### src/hdl/ctp_pkg.sv
// Shared types, character codes and widths for the command line token parser.
package ctp_pkg;

    // Default limit on parameters per command.
    localparam int MAX_PARAMS_DEF = 32;

    // Field widths of a result.
    localparam int LETTER_W = 2;
    localparam int CODE_W   = 16;
    localparam int PIDX_W   = 5;
    localparam int MANT_W   = 32;
    localparam int FRAC_W   = 4;

    // Stream widths.
    localparam int CHAR_W   = 8;
    localparam int FIELDS_W = LETTER_W + CODE_W + PIDX_W + MANT_W + FRAC_W;
    localparam int TDATA_W  = ((FIELDS_W + 7) / 8) * 8;
    localparam int TUSER_W  = 2;

    // Command letter codes.
    localparam logic [LETTER_W-1:0] LTR_M = 2'd0;
    localparam logic [LETTER_W-1:0] LTR_R = 2'd1;
    localparam logic [LETTER_W-1:0] LTR_C = 2'd2;

    // Character codes.
    localparam logic [CHAR_W-1:0] CH_TILDE = 8'h7E;
    localparam logic [CHAR_W-1:0] CH_MINUS = 8'h2D;
    localparam logic [CHAR_W-1:0] CH_DOT   = 8'h2E;
    localparam logic [CHAR_W-1:0] CH_SPACE = 8'h20;
    localparam logic [CHAR_W-1:0] CH_ZERO  = 8'h30;
    localparam logic [CHAR_W-1:0] CH_NINE  = 8'h39;
    localparam logic [CHAR_W-1:0] CH_LOW_M = 8'h6D;
    localparam logic [CHAR_W-1:0] CH_LOW_R = 8'h72;
    localparam logic [CHAR_W-1:0] CH_LOW_C = 8'h63;
    localparam logic [CHAR_W-1:0] CASE_BIT = 8'h20;

    // Saturation limits.
    localparam logic [CODE_W-1:0] CODE_MAX    = 16'hFFFF;
    localparam logic [MANT_W-1:0] MANT_POSLIM = 32'h7FFF_FFFF;
    localparam logic [MANT_W-1:0] MANT_NEGLIM = 32'h8000_0000;
    localparam logic [FRAC_W-1:0] FRAC_MAX    = 4'd9;

    // Parser phases.
    typedef enum logic [2:0] {
        PH_WAIT,
        PH_PRECODE,
        PH_CODE,
        PH_GAP,
        PH_PARAM
    } phase_t;

    // One result as it travels to the output register.
    typedef struct packed {
        logic [LETTER_W-1:0]      cmd_letter;
        logic [CODE_W-1:0]        cmd_code;
        logic [PIDX_W-1:0]        param_index;
        logic signed [MANT_W-1:0] mantissa;
        logic [FRAC_W-1:0]        frac_digits;
        logic                     last_param;
        logic                     overflow;
        logic                     format_error;
    } result_t;

endpackage

### src/hdl/command_line_token_parser.sv
// Top level of the command line token parser: input register, parser, result register.
//
//   Channel  Dir  Payload                                          Marker
//   s_*      in   tdata: char_byte                                 -
//   m_*      out  tdata: letter, code, index, mantissa, fraction   tlast = last_param
//                 tuser: overflow, format_error
//
// One character request is taken every cycle while s_tready is high; the parser state and
// the result register both update from the input register when the result register is free.
// Reset is asynchronous and active low and returns the parser to waiting for a letter.
// A stall on m_tready holds the result register and one character in the input
// register; s_tready drops only when both are full.
module command_line_token_parser
#(
    parameter int MAX_PARAMS = ctp_pkg::MAX_PARAMS_DEF
)
(
    input  logic                        clk,
    input  logic                        rst_n,
    input  logic                        s_tvalid,
    output logic                        s_tready,
    input  logic [ctp_pkg::CHAR_W-1:0]  s_tdata,   // [7:0] char_byte
    output logic                        m_tvalid,
    input  logic                        m_tready,
    output logic [ctp_pkg::TDATA_W-1:0] m_tdata,   // cmd_letter, cmd_code, param_index,
                                                   // mantissa, frac_digits, zero pad
    output logic                        m_tlast,   // last_param
    output logic [ctp_pkg::TUSER_W-1:0] m_tuser    // [0] overflow, [1] format_error
);

    localparam int PAD_W = ctp_pkg::TDATA_W - ctp_pkg::FIELDS_W;

    logic                       held_valid;
    logic [ctp_pkg::CHAR_W-1:0] held_char;
    logic                       step;
    logic                       res_valid;
    ctp_pkg::result_t           res;
    ctp_pkg::result_t           out_res;

    // The held character is parsed when the result register can take its outcome.
    assign step = held_valid && (!m_tvalid || m_tready);

    ctp_in_stage u_in_stage
    (
        .clk        (clk),
        .rst_n      (rst_n),
        .in_valid   (s_tvalid),
        .in_ready   (s_tready),
        .in_char    (s_tdata),
        .take       (step),
        .held_valid (held_valid),
        .held_char  (held_char)
    );

    ctp_parser #(
        .MAX_PARAMS (MAX_PARAMS)
    ) u_parser
    (
        .clk        (clk),
        .rst_n      (rst_n),
        .step       (step),
        .char_byte  (held_char),
        .res_valid  (res_valid),
        .res        (res)
    );

    ctp_out_stage u_out_stage
    (
        .clk        (clk),
        .rst_n      (rst_n),
        .load       (step),
        .res_valid  (res_valid),
        .res        (res),
        .out_ready  (m_tready),
        .out_valid  (m_tvalid),
        .out_res    (out_res)
    );

    // Pack the result fields, first field in the lowest bits.
    assign m_tdata = {{PAD_W{1'b0}},
                      out_res.frac_digits,
                      out_res.mantissa,
                      out_res.param_index,
                      out_res.cmd_code,
                      out_res.cmd_letter};
    assign m_tlast = out_res.last_param;
    assign m_tuser = {out_res.format_error, out_res.overflow};

endmodule

### src/hdl/ctp_in_stage.sv
// Input register holding one character request until the parser takes it.
module ctp_in_stage
(
    input  logic                       clk,
    input  logic                       rst_n,
    input  logic                       in_valid,
    output logic                       in_ready,
    input  logic [ctp_pkg::CHAR_W-1:0] in_char,
    input  logic                       take,
    output logic                       held_valid,
    output logic [ctp_pkg::CHAR_W-1:0] held_char
);

    logic                       valid_reg;
    logic                       valid_next;
    logic [ctp_pkg::CHAR_W-1:0] char_reg;

    // The stage is free when empty or when its character moves on this cycle.
    assign in_ready = !valid_reg || take;

    always_comb
    begin
        if (in_valid && in_ready)
        begin
            valid_next = 1'b1;
        end
        else if (take)
        begin
            valid_next = 1'b0;
        end
        else
        begin
            valid_next = valid_reg;
        end
    end

    always_ff @(posedge clk or negedge rst_n)
    begin
        if (!rst_n)
        begin
            valid_reg <= 1'b0;
        end
        else
        begin
            valid_reg <= valid_next;
        end
    end

    // Character payload needs no reset.
    always_ff @(posedge clk)
    begin
        if (in_valid && in_ready)
        begin
            char_reg <= in_char;
        end
    end

    assign held_valid = valid_reg;
    assign held_char  = char_reg;

endmodule

### src/hdl/ctp_parser.sv
// Parser state and the per-character next-state and result logic.
module ctp_parser
#(
    parameter int MAX_PARAMS = ctp_pkg::MAX_PARAMS_DEF
)
(
    input  logic                       clk,
    input  logic                       rst_n,
    input  logic                       step,
    input  logic [ctp_pkg::CHAR_W-1:0] char_byte,
    output logic                       res_valid,
    output ctp_pkg::result_t           res
);

    localparam int CNT_W = $clog2(MAX_PARAMS + 1);
    localparam logic [CNT_W-1:0] CNT_MAX  = CNT_W'(MAX_PARAMS);
    localparam logic [CNT_W-1:0] CNT_LAST = CNT_W'(MAX_PARAMS - 1);

    ctp_pkg::phase_t                   phase_reg, phase_next;
    logic [ctp_pkg::LETTER_W-1:0]      letter_reg, letter_next;
    logic [ctp_pkg::CODE_W-1:0]        code_reg, code_next;
    logic                              code_sat_reg, code_sat_next;
    logic [ctp_pkg::MANT_W-1:0]        mant_reg, mant_next;
    logic [ctp_pkg::FRAC_W-1:0]        frac_reg, frac_next;
    logic                              neg_reg, neg_next;
    logic                              point_reg, point_next;
    logic                              mant_sat_reg, mant_sat_next;
    logic [CNT_W-1:0]                  count_reg, count_next;
    logic                              error_reg, error_next;

    // Character classes.
    logic                              is_tilde, is_space, is_minus, is_dot, is_dig;
    logic                              is_m, is_r, is_c;
    logic [ctp_pkg::CHAR_W-1:0]        low_char;
    logic [3:0]                        dig;

    // Accumulate arithmetic.
    logic [ctp_pkg::CODE_W+3:0]        code_prod;
    logic [ctp_pkg::MANT_W+3:0]        mant_prod;
    logic [ctp_pkg::MANT_W-1:0]        mant_limit;
    logic                              mant_over;

    // Emission helpers.
    logic                              many;
    logic [CNT_W-1:0]                  idx;
    logic                              emit, emit_last, emit_zero, fail_hit;

    assign low_char = char_byte | ctp_pkg::CASE_BIT;
    assign is_tilde = (char_byte == ctp_pkg::CH_TILDE);
    assign is_space = (char_byte == ctp_pkg::CH_SPACE);
    assign is_minus = (char_byte == ctp_pkg::CH_MINUS);
    assign is_dot   = (char_byte == ctp_pkg::CH_DOT);
    assign is_dig   = (char_byte >= ctp_pkg::CH_ZERO) && (char_byte <= ctp_pkg::CH_NINE);
    assign is_m     = (low_char == ctp_pkg::CH_LOW_M);
    assign is_r     = (low_char == ctp_pkg::CH_LOW_R);
    assign is_c     = (low_char == ctp_pkg::CH_LOW_C);
    assign dig      = char_byte[3:0];

    // Times ten plus digit, as shifts and adds.
    assign code_prod = {1'b0, code_reg, 3'b0} + {3'b0, code_reg, 1'b0}
                     + {{(ctp_pkg::CODE_W){1'b0}}, dig};
    assign mant_prod = {1'b0, mant_reg, 3'b0} + {3'b0, mant_reg, 1'b0}
                     + {{(ctp_pkg::MANT_W){1'b0}}, dig};
    assign mant_limit = neg_reg ? ctp_pkg::MANT_NEGLIM : ctp_pkg::MANT_POSLIM;
    assign mant_over  = (mant_prod > {4'b0, mant_limit});

    // Index clamps at the last slot once the limit is reached.
    assign many = (count_reg >= CNT_MAX);
    assign idx  = many ? CNT_LAST : count_reg;

    // Next state and result for the held character.
    always_comb
    begin
        phase_next    = phase_reg;
        letter_next   = letter_reg;
        code_next     = code_reg;
        code_sat_next = code_sat_reg;
        mant_next     = mant_reg;
        frac_next     = frac_reg;
        neg_next      = neg_reg;
        point_next    = point_reg;
        mant_sat_next = mant_sat_reg;
        count_next    = count_reg;
        error_next    = error_reg;
        res_valid     = 1'b0;
        res           = '0;
        emit          = 1'b0;
        emit_last     = 1'b0;
        emit_zero     = 1'b0;
        fail_hit      = 1'b0;

        if (step)
        begin
            if (error_reg)
            begin
                // Skipping to the terminator after a malformed command.
                if (is_tilde)
                begin
                    res_valid        = 1'b1;
                    res.last_param   = 1'b1;
                    res.format_error = 1'b1;
                    error_next       = 1'b0;
                    phase_next       = ctp_pkg::PH_WAIT;
                end
            end
            else
            begin
                unique case (phase_reg)
                    ctp_pkg::PH_WAIT:
                    begin
                        if (!is_space && !is_tilde)
                        begin
                            if (is_m || is_r || is_c)
                            begin
                                letter_next   = is_m ? ctp_pkg::LTR_M :
                                                (is_r ? ctp_pkg::LTR_R : ctp_pkg::LTR_C);
                                code_next     = '0;
                                code_sat_next = 1'b0;
                                count_next    = '0;
                                mant_next     = '0;
                                frac_next     = '0;
                                neg_next      = 1'b0;
                                point_next    = 1'b0;
                                mant_sat_next = 1'b0;
                                phase_next    = ctp_pkg::PH_PRECODE;
                            end
                            else
                            begin
                                fail_hit = 1'b1;
                            end
                        end
                    end
                    ctp_pkg::PH_PRECODE:
                    begin
                        if (!is_space)
                        begin
                            if (is_dig)
                            begin
                                code_next  = ctp_pkg::CODE_W'(dig);
                                phase_next = ctp_pkg::PH_CODE;
                            end
                            else
                            begin
                                fail_hit = 1'b1;
                            end
                        end
                    end
                    ctp_pkg::PH_CODE:
                    begin
                        if (is_dig)
                        begin
                            if (code_prod > {4'b0, ctp_pkg::CODE_MAX})
                            begin
                                code_next     = ctp_pkg::CODE_MAX;
                                code_sat_next = 1'b1;
                            end
                            else
                            begin
                                code_next = code_prod[ctp_pkg::CODE_W-1:0];
                            end
                        end
                        else if (is_space)
                        begin
                            phase_next = ctp_pkg::PH_GAP;
                        end
                        else if (is_tilde)
                        begin
                            emit       = 1'b1;
                            emit_last  = 1'b1;
                            phase_next = ctp_pkg::PH_WAIT;
                        end
                        else if (is_minus || is_dot)
                        begin
                            mant_next     = '0;
                            frac_next     = '0;
                            neg_next      = is_minus;
                            point_next    = is_dot;
                            mant_sat_next = 1'b0;
                            phase_next    = ctp_pkg::PH_PARAM;
                        end
                        else
                        begin
                            fail_hit = 1'b1;
                        end
                    end
                    ctp_pkg::PH_GAP:
                    begin
                        if (is_tilde)
                        begin
                            emit       = 1'b1;
                            emit_last  = 1'b1;
                            emit_zero  = 1'b1;
                            phase_next = ctp_pkg::PH_WAIT;
                        end
                        else if (is_minus || is_dot || is_dig)
                        begin
                            // A first digit lands in an empty accumulator.
                            mant_next     = is_dig ? ctp_pkg::MANT_W'(dig) : '0;
                            frac_next     = '0;
                            neg_next      = is_minus;
                            point_next    = is_dot;
                            mant_sat_next = 1'b0;
                            phase_next    = ctp_pkg::PH_PARAM;
                        end
                        else if (!is_space)
                        begin
                            fail_hit = 1'b1;
                        end
                    end
                    ctp_pkg::PH_PARAM:
                    begin
                        if (is_dig)
                        begin
                            // Digits after saturation or past nine decimals are dropped.
                            if (!mant_sat_reg && !(point_reg && frac_reg >= ctp_pkg::FRAC_MAX))
                            begin
                                if (mant_over)
                                begin
                                    mant_next     = mant_limit;
                                    mant_sat_next = 1'b1;
                                end
                                else
                                begin
                                    mant_next = mant_prod[ctp_pkg::MANT_W-1:0];
                                    if (point_reg)
                                    begin
                                        frac_next = frac_reg + 1'b1;
                                    end
                                end
                            end
                        end
                        else if (is_dot && !point_reg)
                        begin
                            point_next = 1'b1;
                        end
                        else if (is_space)
                        begin
                            emit       = 1'b1;
                            phase_next = ctp_pkg::PH_GAP;
                        end
                        else if (is_tilde)
                        begin
                            emit       = 1'b1;
                            emit_last  = 1'b1;
                            phase_next = ctp_pkg::PH_WAIT;
                        end
                        else
                        begin
                            fail_hit = 1'b1;
                        end
                    end
                    default:
                    begin
                        phase_next = ctp_pkg::PH_WAIT;
                    end
                endcase

                // Completed parameter: build the result and clear the accumulator.
                if (emit)
                begin
                    res_valid       = 1'b1;
                    res.cmd_letter  = letter_reg;
                    res.cmd_code    = code_reg;
                    res.param_index = ctp_pkg::PIDX_W'(idx);
                    res.mantissa    = emit_zero ? '0 :
                                      (neg_reg ? -mant_reg : mant_reg);
                    res.frac_digits = emit_zero ? '0 : frac_reg;
                    res.last_param  = emit_last;
                    res.overflow    = code_sat_reg || (mant_sat_reg && !emit_zero) || many;
                    count_next      = many ? count_reg : count_reg + 1'b1;
                    mant_next       = '0;
                    frac_next       = '0;
                    neg_next        = 1'b0;
                    point_next      = 1'b0;
                    mant_sat_next   = 1'b0;
                end

                // Malformed input: report now on a terminator, else skip to one.
                if (fail_hit)
                begin
                    if (is_tilde)
                    begin
                        res_valid        = 1'b1;
                        res.last_param   = 1'b1;
                        res.format_error = 1'b1;
                        phase_next       = ctp_pkg::PH_WAIT;
                    end
                    else
                    begin
                        error_next = 1'b1;
                    end
                end
            end
        end
    end

    // Parser state registers.
    always_ff @(posedge clk or negedge rst_n)
    begin
        if (!rst_n)
        begin
            phase_reg    <= ctp_pkg::PH_WAIT;
            letter_reg   <= '0;
            code_reg     <= '0;
            code_sat_reg <= 1'b0;
            mant_reg     <= '0;
            frac_reg     <= '0;
            neg_reg      <= 1'b0;
            point_reg    <= 1'b0;
            mant_sat_reg <= 1'b0;
            count_reg    <= '0;
            error_reg    <= 1'b0;
        end
        else
        begin
            phase_reg    <= phase_next;
            letter_reg   <= letter_next;
            code_reg     <= code_next;
            code_sat_reg <= code_sat_next;
            mant_reg     <= mant_next;
            frac_reg     <= frac_next;
            neg_reg      <= neg_next;
            point_reg    <= point_next;
            mant_sat_reg <= mant_sat_next;
            count_reg    <= count_next;
            error_reg    <= error_next;
        end
    end

endmodule

### src/hdl/ctp_out_stage.sv
// Result register that holds one result until the downstream side takes it.
module ctp_out_stage
(
    input  logic             clk,
    input  logic             rst_n,
    input  logic             load,
    input  logic             res_valid,
    input  ctp_pkg::result_t res,
    input  logic             out_ready,
    output logic             out_valid,
    output ctp_pkg::result_t out_res
);

    logic             valid_reg;
    logic             valid_next;
    ctp_pkg::result_t res_reg;

    // A load happens only when the register is empty or being drained.
    always_comb
    begin
        if (load)
        begin
            valid_next = res_valid;
        end
        else if (out_ready)
        begin
            valid_next = 1'b0;
        end
        else
        begin
            valid_next = valid_reg;
        end
    end

    always_ff @(posedge clk or negedge rst_n)
    begin
        if (!rst_n)
        begin
            valid_reg <= 1'b0;
        end
        else
        begin
            valid_reg <= valid_next;
        end
    end

    // Result payload needs no reset.
    always_ff @(posedge clk)
    begin
        if (load && res_valid)
        begin
            res_reg <= res;
        end
    end

    assign out_valid = valid_reg;
    assign out_res   = res_reg;

endmodule

### config.mk
export PLATFORM = sky130hd
export DESIGN_NAME = command_line_token_parser
export DESIGN_NICKNAME = d
export VERILOG_FILES = /design/src/hdl/ctp_pkg.sv /design/src/hdl/command_line_token_parser.sv /design/src/hdl/ctp_in_stage.sv /design/src/hdl/ctp_parser.sv /design/src/hdl/ctp_out_stage.sv
export SDC_FILE = /design/constraint.sdc
export NUM_CORES = 1
export LEC_CHECK = 0
export ABC_AREA = 1
export BUFFER_PORTS_ARGS = -buffer_cell sky130_fd_sc_hd__buf_2
export CAP_MARGIN = 5
export CORE_ASPECT_RATIO = 0.8
export CORE_UTILIZATION = 60
export CTS_CLUSTER_DIAMETER = 150
export CTS_CLUSTER_SIZE = 25
export DETAILED_ROUTE_END_ITERATION = 16
export PLACE_DENSITY = 0.79
export SYNTH_ARGS = -nofsm -noshare
export SYNTH_HDL_FRONTEND = slang
export SYNTH_SLANG_ARGS = --single-unit
### constraint.sdc
create_clock -name clk -period 12.3 [get_ports clk]
set_input_delay 2.46 -clock clk [delete_from_list [all_inputs] [get_ports clk]]
set_output_delay 2.46 -clock clk [all_outputs]
set_load 0.005 [all_outputs]
### Yosys cells after proc, flatten, opt, wreduce, memory -nomap -nowiden

Index checks and enable logic that the tools add are counted.

* input port bits: 12
* memory bits (read-only): 0
* RAM bits: 0
* memories: 0
* register bits: 140
* bits in latches: 0
* output and inout port bits: 69

* add/sub/neg operators: 7
* shift operators: 0
* order comparisons: 6
* reductions and logical operators: 46
* muxes and demuxes: 147
* multiply operators: 0
* div/mod/pow operators: 0
* bitwise gates (word level): 3
* equal/unequal tests: 33

Operators with widths (number)
* 32-bit 2-to-1 mux: 14
* 32-bit one-hot mux with 4 select lines: 1
* 16-bit 2-to-1 mux: 6
* 1-bit 2-to-1 mux: 76
* 4-bit 2-to-1 mux: 14
* 3-bit 2-to-1 mux: 17
* 16-bit one-hot mux with 3 select lines: 1
* 35-bit by 33-bit adder with 36-bit output: 1
* 36-bit by 4-bit adder with 36-bit output: 1
* 36-bit by 32-bit > comparator with 1-bit output: 1
* 32-bit negator: 1
* 6-bit 2-to-1 mux: 5
* 3-bit by 1-bit != test with 1-bit output (second input constant): 9
* 13-bit AND reduction: 2
* 8-bit by 6-bit equality test with 1-bit output (second input constant): 3
* 7-bit by 6-bit equality test with 1-bit output (second input constant): 3
* 19-bit by 17-bit adder with 20-bit output: 1
* 20-bit by 4-bit adder with 20-bit output: 1
* 20-bit by 16-bit > comparator with 1-bit output (second input constant): 1
* 3-bit != test (second input constant): 6
* 4-bit one-hot mux with 4 select lines: 1
* 3-bit one-hot mux with 5 select lines: 1
* 15-bit AND reduction: 1
* 14-bit AND reduction: 1
* 34 further kinds: 74

### Depth between registers and ports, before layout

Gate-level depths: netlist (run 1).

* depth in word-level cells: 14
* gate-level depth with buffers: 32

### Modules after synthesis

A second synthesis (run 1) with hierarchy kept.

* cell total of the unflattened synthesis: 1454
* area, all modules: 11404.7 µm²

Modules (own cells, without submodules)
* ctp_parser: cells each 1363, times used 1, area an instance 9156.3 µm²
* ctp_out_stage: cells each 68, times used 1, area an instance 1905.6 µm²
* ctp_in_stage: cells each 14, times used 1, area an instance 285.3 µm²
* command_line_token_parser: cells each 9, times used 1, area an instance 57.6 µm²

### Worst setup path before layout (run 1)

OpenSTA, ideal clock, no wires.

* path type: input to output
* from: in m_tready
* to: out s_tready
* cell stages on the path: 2
* path slack: 7.231 ns
* arrival: 2.609 ns
* path buffers: 0
* path through: inv_1 nand3_1

* cells in the longest elaborated chain, start to end: 3

RTL lines
* start, declared: line command_line_token_parser.sv:24 `input logic m_tready,`
* 1-bit logical OR: line command_line_token_parser.sv:41 `assign step = held_valid && (!m_tvalid || m_tready);`
* 1-bit logical AND: line command_line_token_parser.sv:41
* 1-bit logical OR: line ctp_in_stage.sv:19 `assign in_ready = !valid_reg || take;`
* end, declared: line command_line_token_parser.sv:21 `output logic s_tready,`

No other way between the ends.

### Final worst setup path (run 1)

Ends and elaborated chain as after synthesis.

==> results of run 1 <==
==> stage by stage <==
step / hold WS, ns / setup slack [ns] / cells / area (um2) / total power [uW]
global placement: 0.4766 / 6.994 / 1752 / 11780 / 2403
floorplan: 0.4530 / 7.231 / 1446 / 11210 / 2050
global route: 0.5489 / 6.721 / 1784 / 12380 / 3329
detailed placement: 0.4802 / 6.959 / 1752 / 11780 / 2479
CTS: 0.4951 / 6.957 / 1784 / 12380 / 3016
finish: 0.4926 / 6.959 / 1784 / 12380 / 3052
==> synth_stat cells (all sizes together), types with 2 or more instances <==
cell type	number
nand2	360
nor2	189
inv	186
ha	132
a21oi	87
nand3	76
dfrtp	70
edfxtp	70
o21ai	67
xor2	44
nor3	23
o22ai	21
buf	18
nand4	17
xnor2	12
clkbuf	8
nor4	7
a22oi	6
a31oi	6
o21bai	6
a211oi	4
a21o	4
fa	4
or2	4
a221oi	3
o21a	3
and3	2
clkinv	2
nand3b	2
o211ai	2
==> cell usage in the layout (no fill, tap or decap), types with 4 or more instances in the layout <==
| master | n |
|---|---|
| sky130_fd_sc_hd__a211oi_1 | 4 |
| sky130_fd_sc_hd__a21o_1 | 4 |
| sky130_fd_sc_hd__a21oi_1 | 86 |
| sky130_fd_sc_hd__a22oi_1 | 6 |
| sky130_fd_sc_hd__a31oi_1 | 6 |
| sky130_fd_sc_hd__buf_2 | 75 |
| sky130_fd_sc_hd__buf_4 | 4 |
| sky130_fd_sc_hd__clkbuf_16 | 17 |
| sky130_fd_sc_hd__conb_1 | 5 |
| sky130_fd_sc_hd__dfrtp_1 | 69 |
| sky130_fd_sc_hd__edfxtp_1 | 70 |
| sky130_fd_sc_hd__fa_1 | 4 |
| sky130_fd_sc_hd__ha_1 | 132 |
| sky130_fd_sc_hd__inv_1 | 176 |
| sky130_fd_sc_hd__inv_2 | 10 |
| sky130_fd_sc_hd__nand2_1 | 352 |
| sky130_fd_sc_hd__nand2_2 | 4 |
| sky130_fd_sc_hd__nand2_4 | 4 |
| sky130_fd_sc_hd__nand3_1 | 73 |
| sky130_fd_sc_hd__nand4_1 | 15 |
| sky130_fd_sc_hd__nor2_1 | 178 |
| sky130_fd_sc_hd__nor2_2 | 7 |
| sky130_fd_sc_hd__nor3_1 | 20 |
| sky130_fd_sc_hd__nor4_1 | 7 |
| sky130_fd_sc_hd__o21ai_0 | 40 |
| sky130_fd_sc_hd__o21ai_1 | 25 |
| sky130_fd_sc_hd__o21bai_1 | 5 |
| sky130_fd_sc_hd__o22ai_2 | 19 |
| sky130_fd_sc_hd__xnor2_1 | 12 |
| sky130_fd_sc_hd__xor2_1 | 44 |
==> area by class of cell <==
type,instances,share of cell area
clock buffers,18,0.03467
clock inverters,14,0.01375
inverters,188,0.05702
multi-input cells,1092,0.5248
flip-flops and latches,140,0.3115
well taps,253,0.02558
repair buffers,79,0.03275
==> tightest hold or removal path, stage by stage, from the launching register on <==
cell and delay (ns):
sky130_fd_sc_hd__dfrtp_1 0.34, sky130_fd_sc_hd__nand2_1 0.06, sky130_fd_sc_hd__o21ai_0 0.06
==> power by group through the flow <==
stage,Sequential (uW),Clock [uW],Combinational [uW]
2_1_floorplan,621,0,1430
3_3_place_gp,670,0,1730
3_5_place_dp,674,0,1810
4_1_cts,665,526,1820
5_1_grt,677,546,2110
6_report,669,525,1860
==> how the worst max path moves through the flow <==
stage / startpoint / endpoint / slack, ns / depth (start not counted)
floorplan: m_tready / s_tready / 7.23 / 2
global placement: m_tready / s_tready / 6.99 / 4
detailed placement: m_tready / s_tready / 6.96 / 4
CTS: m_tready / s_tready / 6.96 / 4
global route: u_in_stage.held_char[3] / u_parser.mant_reg[5] / 6.72 / 26
finish: m_tready / s_tready / 6.96 / 4
==> cells by family (layout without fill, tap and decap cells) <==
group | after synthesis | after routing | synth area share
AO/OA/AOI/OAI | 213 | 213 | 0.1186
XOR/XNOR | 56 | 56 | 0.04383
adder cells (fa/ha/maj) | 136 | 136 | 0.1547
buffers and inverters | 214 | 299 | 0.07659
flip-flops | 140 | 140 | 0.3444
other | 1 | 5 | 0.0003351
AND/OR/NAND/NOR | 682 | 682 | 0.2615
==> layer usage <==
layer	vias up	global-route usage	share of wire
li1	4937	-	-
met1	4629	0.4146	0.47
met2	356	0.4898	0.45
met3	42	0.04697	0.060
met4	0	0.07426	0.018
met5	-	0	0
==> out/metrics.csv, run 1 <==
metric;value;unit
status;completed;
yosys.area.top_type;sky130_fd_sc_hd__edfxtp_1;
grt_util_all_layers;0.2983;
drc_errors;0;
multi_input_comb_area;0.006495;mm2
initial_core_util;0.6141;
design.portCount;81;
power.static_leakage;0.006420;uW
detailroute.via_count;9964;
die_y;124.2;um
finalCritPeriodShare;0.4342;
cts_htree_levels;4;
reg2reg_from;u_in_stage.held_char[3];
clock_transition_time_at_the_flip_flop_clock_pins_of_the_worst_setup_and_hold_paths;0.06;ns
synth_cell_types;58;
ys_seq_area_frac;0.3444;
largest_register_ff_count;62;
drt-wirelength-per-cell;15.65;um
seq_area;0.003855;mm2
clk-insertion-delay-late;0.42;ns
layout_overhead_on_the_synthesized_area;10.60;%
reg2reg_slack;7.14;ns
cts_made_buffers;17;
core_area;0.01822;mm2
synthArstFlopShare;0.5000;
crit_family;buffers and inverters;
kind_of_start_point_of_the_critical_path;input port;
clock-root-buffer;sky130_fd_sc_hd__clkbuf_16;
worstSetupPathType;input port to primary output;
clkSinkCount;140;
wirelength;27.92;mm
synth_warnings;0;
die_area;0.01920;mm2
finish.utilization;0.6792;
max-slew-margin-rel;0.2441;
antenna_found_initial;0;
grt_max_degree;71;
hold_path.class;register to register;
critPathBufInv;3;
cp_cell_sequence;buf_2, inv_1, nand3_1, buf_2;
avgViaCountPerCell;5.585;
netSwitchingPower;1504;uW
ff2ff_path_depth;26;
worst_r2r_endpoint;u_parser.mant_reg[5];
hold_path.startpoint;u_parser.letter_reg[0];
critPathMaxFanout;3;
comb_power_share;0.609;
ir_drop;0.1292;mV
place_congestion;0.9500;
drtIter0Drc;942;
synth_top_area_frac;0.1878;
timing.max_cap.violations;0;
die-width;154.7;um
insertedDiodeCount;0;
setup-violations-final;0;
nature_of_the_critical_path_endpoint;primary output;
grt_pass1_vias;9216;
tritoncts;built;
overflow;0;
critPathMostFrequentCell;sky130_fd_sc_hd__buf_2;
synth.area.top_cells;sky130_fd_sc_hd__edfxtp_1, sky130_fd_sc_hd__dfrtp_1, sky130_fd_sc_hd__ha_1;
worst-endpoint-arrival;2.88;ns
postCtsSetupBuffers;0;
worstHoldEndpoint;u_parser.letter_reg[0];
synth-edff-count;70;
cts_hold_buffers;0;
synthesis.instances;1442;
dp.final_hpwl;21.12;mm
skew;0.01182;ns
filler_cell_count_in_the_final_layout;1510;
drt.antenna.violating_nets;0;
clockBufferDepth;2;
drt-pass1-iter-count;5;
finalMaxSlewViolations;0;
fin_nets;1666;
cpMaxStageDelayCell;sky130_fd_sc_hd__buf_2;
clockPowerShare;0.172;
timing_worst_slew_pin_value;1.134;ns
final-hold-violation-count;0;
timing.final.crit_period;5.341;ns
layout-drive-gt1-share;0.1117;
grt_setup_unrepaired;no;
ctsResizeCount;0;
power.density_cell_area;246.6;mW/mm2
placement.io_buffers;75;
holdPathStages;2;
synth_flop_cell;sky130_fd_sc_hd__edfxtp_1;
max_clock_freq;187.2;MHz
power_report.internal_total;1549;uW
grt_first_pass_wirelength;45.21;mm
rows;44;
postSynthRegisterBits;140;
power.share.sequential;0.219;
avgSynthCellArea;7.761;um2
required;9.84;ns
max_stage_delay;0.15;ns
synth_area;0.01119;mm2
power.share.switching;0.4926;
timing.setup.tns;0;ns
(Power assumes the default switching activity.)
==> run 2: changes to the inputs <==
--- a/config.mk
+++ b/config.mk
@@ -5,7 +5,7 @@
 export SDC_FILE = /design/constraint.sdc
 export NUM_CORES = 1
 export LEC_CHECK = 0
-export ABC_AREA = 1
+export ABC_AREA = 0
 export BUFFER_PORTS_ARGS = -buffer_cell sky130_fd_sc_hd__buf_2
 export CAP_MARGIN = 5
 export CORE_ASPECT_RATIO = 0.8
@@ -13,7 +13,7 @@
 export CTS_CLUSTER_DIAMETER = 150
 export CTS_CLUSTER_SIZE = 25
 export DETAILED_ROUTE_END_ITERATION = 16
-export PLACE_DENSITY = 0.79
+export PLACE_DENSITY = 0.8
 export SYNTH_ARGS = -nofsm -noshare
 export SYNTH_HDL_FRONTEND = slang
 export SYNTH_SLANG_ARGS = --single-unit
==> constraint.sdc (replaced) <==
create_clock -name clk -period 5.6 [get_ports clk]
set_input_delay 1.12 -clock clk [delete_from_list [all_inputs] [get_ports clk]]
set_output_delay 1.12 -clock clk [all_outputs]
set_load 0.005 [all_outputs]
==> out/metrics.csv, run 2 <==
metric;value;unit;change
layout-drive-gt1-share;0.1550;;+0.04331
fin_nets;1335;;-20%
required;5.97;ns;-3.87 ns
timing.max_cap.violations;0;;unchanged
max_stage_delay;0.61;ns;+0.46 ns
wirelength;27.17;mm;-2.7%
clkSinkCount;140;;unchanged
yosysMostFrequentCell;sky130_fd_sc_hd__ha_1;;
cts_made_buffers;17;;unchanged
setup-violations-final;0;;unchanged
synthesis.instances;1102;;-24%
final-hold-violation-count;0;;unchanged
postSynthRegisterBits;140;;unchanged
largest_register_ff_count;62;;unchanged
layout_overhead_on_the_synthesized_area;13.99;%;
synth_top_area_frac;0.2013;;+0.01351
ir_drop;0.2405;mV;+86%
ys_seq_area_frac;0.3691;;+0.02476
yosys.area.top_type;sky130_fd_sc_hd__edfxtp_1;;
synth.area.top_cells;sky130_fd_sc_hd__edfxtp_1, sky130_fd_sc_hd__dfrtp_1, sky130_fd_sc_hd__ha_1;;
dp.final_hpwl;18.49;mm;-12%
die_y;120.0;um;-3.4%
finalMaxSlewViolations;0;;unchanged
drtIter0Drc;924;;-1.9%
initial_core_util;0.6228;;+0.008663
die-width;149.5;um;-3.4%
max-slew-margin-rel;0.3063;;+0.06224
skew;0.005800;ns;-0.006018 ns
synthArstFlopShare;0.5000;;unchanged
grt_pass1_vias;8717;;-5.4%
mostFrequentLayoutCells;sky130_fd_sc_hd__ha_1, sky130_fd_sc_hd__nor2_1, sky130_fd_sc_hd__nand2_1, sky130_fd_sc_hd__buf_2, sky130_fd_sc_hd__a21oi_1;;
cts_htree_levels;4;;unchanged
drt.antenna.violating_nets;0;;unchanged
worstSetupPathType;register to register;;
timing.setup.tns;0;ns;unchanged
overflow;0;;unchanged
timing_worst_slew_pin_value;1.037;ns;-0.09673 ns
hold_path.class;register to register;;
die_area;0.01793;mm2;-6.6%
max_clock_freq;183.9;MHz;
synth_flop_cell;sky130_fd_sc_hd__edfxtp_1;;
detailroute.via_count;9129;;-8.4%
tritoncts;built;;
clk-insertion-delay-late;0.43;ns;about the same
insertedDiodeCount;0;;unchanged
drt-pass1-iter-count;5;;unchanged
grt_max_degree;71;;unchanged
placement.io_buffers;75;;unchanged
worst-endpoint-arrival;5.81;ns;+2.93 ns
clock_transition_time_at_the_flip_flop_clock_pins_of_the_worst_setup_and_hold_paths;0.07;ns;about the same
cp_cell_sequence;fa_2, ha_1, a211oi_2, nor4_1, nor2_1, buf_4, buf_4, nand2_1, a21oi_4, o31ai_2, xor2_1, ha_1, nand4_1, or3_4, nor3_2, a21oi_1, a21oi_1, o21bai_1, o211ai_1, a2111o_1, buf_6, nor2_4, clkbuf_16, a221o_1;;
clock-root-buffer;sky130_fd_sc_hd__clkbuf_16;;
status;completed;;
clockBufferDepth;2;;unchanged
cpMaxStageDelayCell;sky130_fd_sc_hd__fa_2;;
synth-edff-count;70;;unchanged
grt_first_pass_wirelength;43.95;mm;-2.8%
timing.final.crit_period;5.436;ns;
avgViaCountPerCell;6.429;;+15%
finalCritPeriodShare;0.9708;;
kind_of_start_point_of_the_critical_path;register;;
synth_area;0.01044;mm2;-6.7%
detailedPlace.worstSlack;-0.005591;ns;-6.964 ns
grt_util_all_layers;0.3113;;+0.01299
synth.top_cells.by_count;sky130_fd_sc_hd__ha_1, sky130_fd_sc_hd__nor2_1, sky130_fd_sc_hd__nand2_1;;
layout_setup_ws;0.1636;ns;-6.796 ns
synth_warnings;0;;unchanged
drt-wirelength-per-cell;19.13;um;+22%
critPathMaxFanout;15;;+12
drc_errors;0;;unchanged
avgSynthCellArea;9.474;um2;+22%
place_congestion;0.9470;;-0.32%
nature_of_the_critical_path_endpoint;register;;
power.density_cell_area;200.7;mW/mm2;-19%
rows;42;;-4.5%
power.static_leakage;0.006053;uW;-5.7%
antenna_found_initial;1;;+1
synth_cell_types;72;;+24%
most_frequent_standard_cell_in_the_layout_excluding_fill_and_tap_cells;sky130_fd_sc_hd__ha_1;;
core_area;0.01676;mm2;-8.0%
design.portCount;81;;unchanged
run 2: logic make-up (layout without fill, tap and decap cells):
family	Yosys count	count (layout)	synth area share
adders and majority gates	136	136	0.1659
xor gates and xnor gates	75	75	0.06292
AOI/OAI and AO/OA	314	314	0.1964
muxes	7	7	0.006951
DFF	140	140	0.3691
buffers and inverters	78	172	0.03320
other	1	5	0.0003592
and+or+nand+nor	351	351	0.1651
run 2: layer usage:
layer	wire length (um)	track usage	part of all wire	vias to the layer above
met3	2255	0.06350	0.083	43
met5	9	0	0.00033	-
met2	12260	0.4780	0.45	420
li1	-	-	-	4273
met4	435	0.08992	0.016	2
met1	12210	0.4425	0.45	4391
run 2: final cells by class:
cell class                 count  area, um2
multi-input combinational    888       6384
tap                          220      275.3
sequential                   140       3860
timing repair buffer         113      719.4
clock inverter                14      121.4
inverter                      27      101.3
fill                        1225       4863
clock buffer                  18      439.2
run 2: worst paths after layout:
kind | from | to | slack [ns] | cells past startpoint
max reg2reg | u_parser.mant_reg[0] | u_parser.mant_reg[21] | 0.16 | 24
min | u_parser.letter_reg[1] | u_parser.letter_reg[1] | 0.48 | 2
max in group asynchronous | rst_n | u_parser.mant_reg[3] | 3.96 | 2
min in group asynchronous | rst_n | u_parser.code_reg[9] | 0.89 | 2
max | u_parser.mant_reg[0] | u_parser.mant_reg[21] | 0.16 | 24
min reg2reg | u_parser.letter_reg[1] | u_parser.letter_reg[1] | 0.48 | 2
run 2: power breakdown:
part | internal (uW) | leakage (uW) | switching (uW)
clock network | 594 | 0.000269 | 505
registers | 1090 | 0.00173 | 18.2
logic | 75.8 | 0.00406 | 111
total | 1750 | 0.00605 | 633
run 2: per-stage QoR:
step	hold WS (ns)	area [um2]	power [uW]	util	std cells
CTS	0.4873	11690	2381	0.6973	1412
finish	0.4846	11900	2388	0.7099	1420
detailed placement	0.4682	11120	1298	0.6635	1380
global route	0.5159	11900	2462	0.7099	1420
floorplan	0.4402	10460	1242	-	1106
global placement	0.4593	11120	1291	0.6635	1380
run 2: repair_timing:
action | in CTS | in global routing
endpoints found under the hold margin | 0 | 0
pin swaps | 0 | 19
hold buffers | 0 | 0
buffers inserted | 0 | 5
resized for setup | 1 | 31
setup endpoints to repair | 25 | 37
gates cloned | 0 | 3
run 2: critical path, delay by kind of cell, from the launching register on:
kind / cells / cell delay [ns]
flops: 1 / 0.44
compound gates: 9 / 1.51
xor+xnor: 1 / 0.20
fa+ha+maj: 3 / 1.22
buf+inv: 4 / 0.64
simple gates: 7 / 1.38
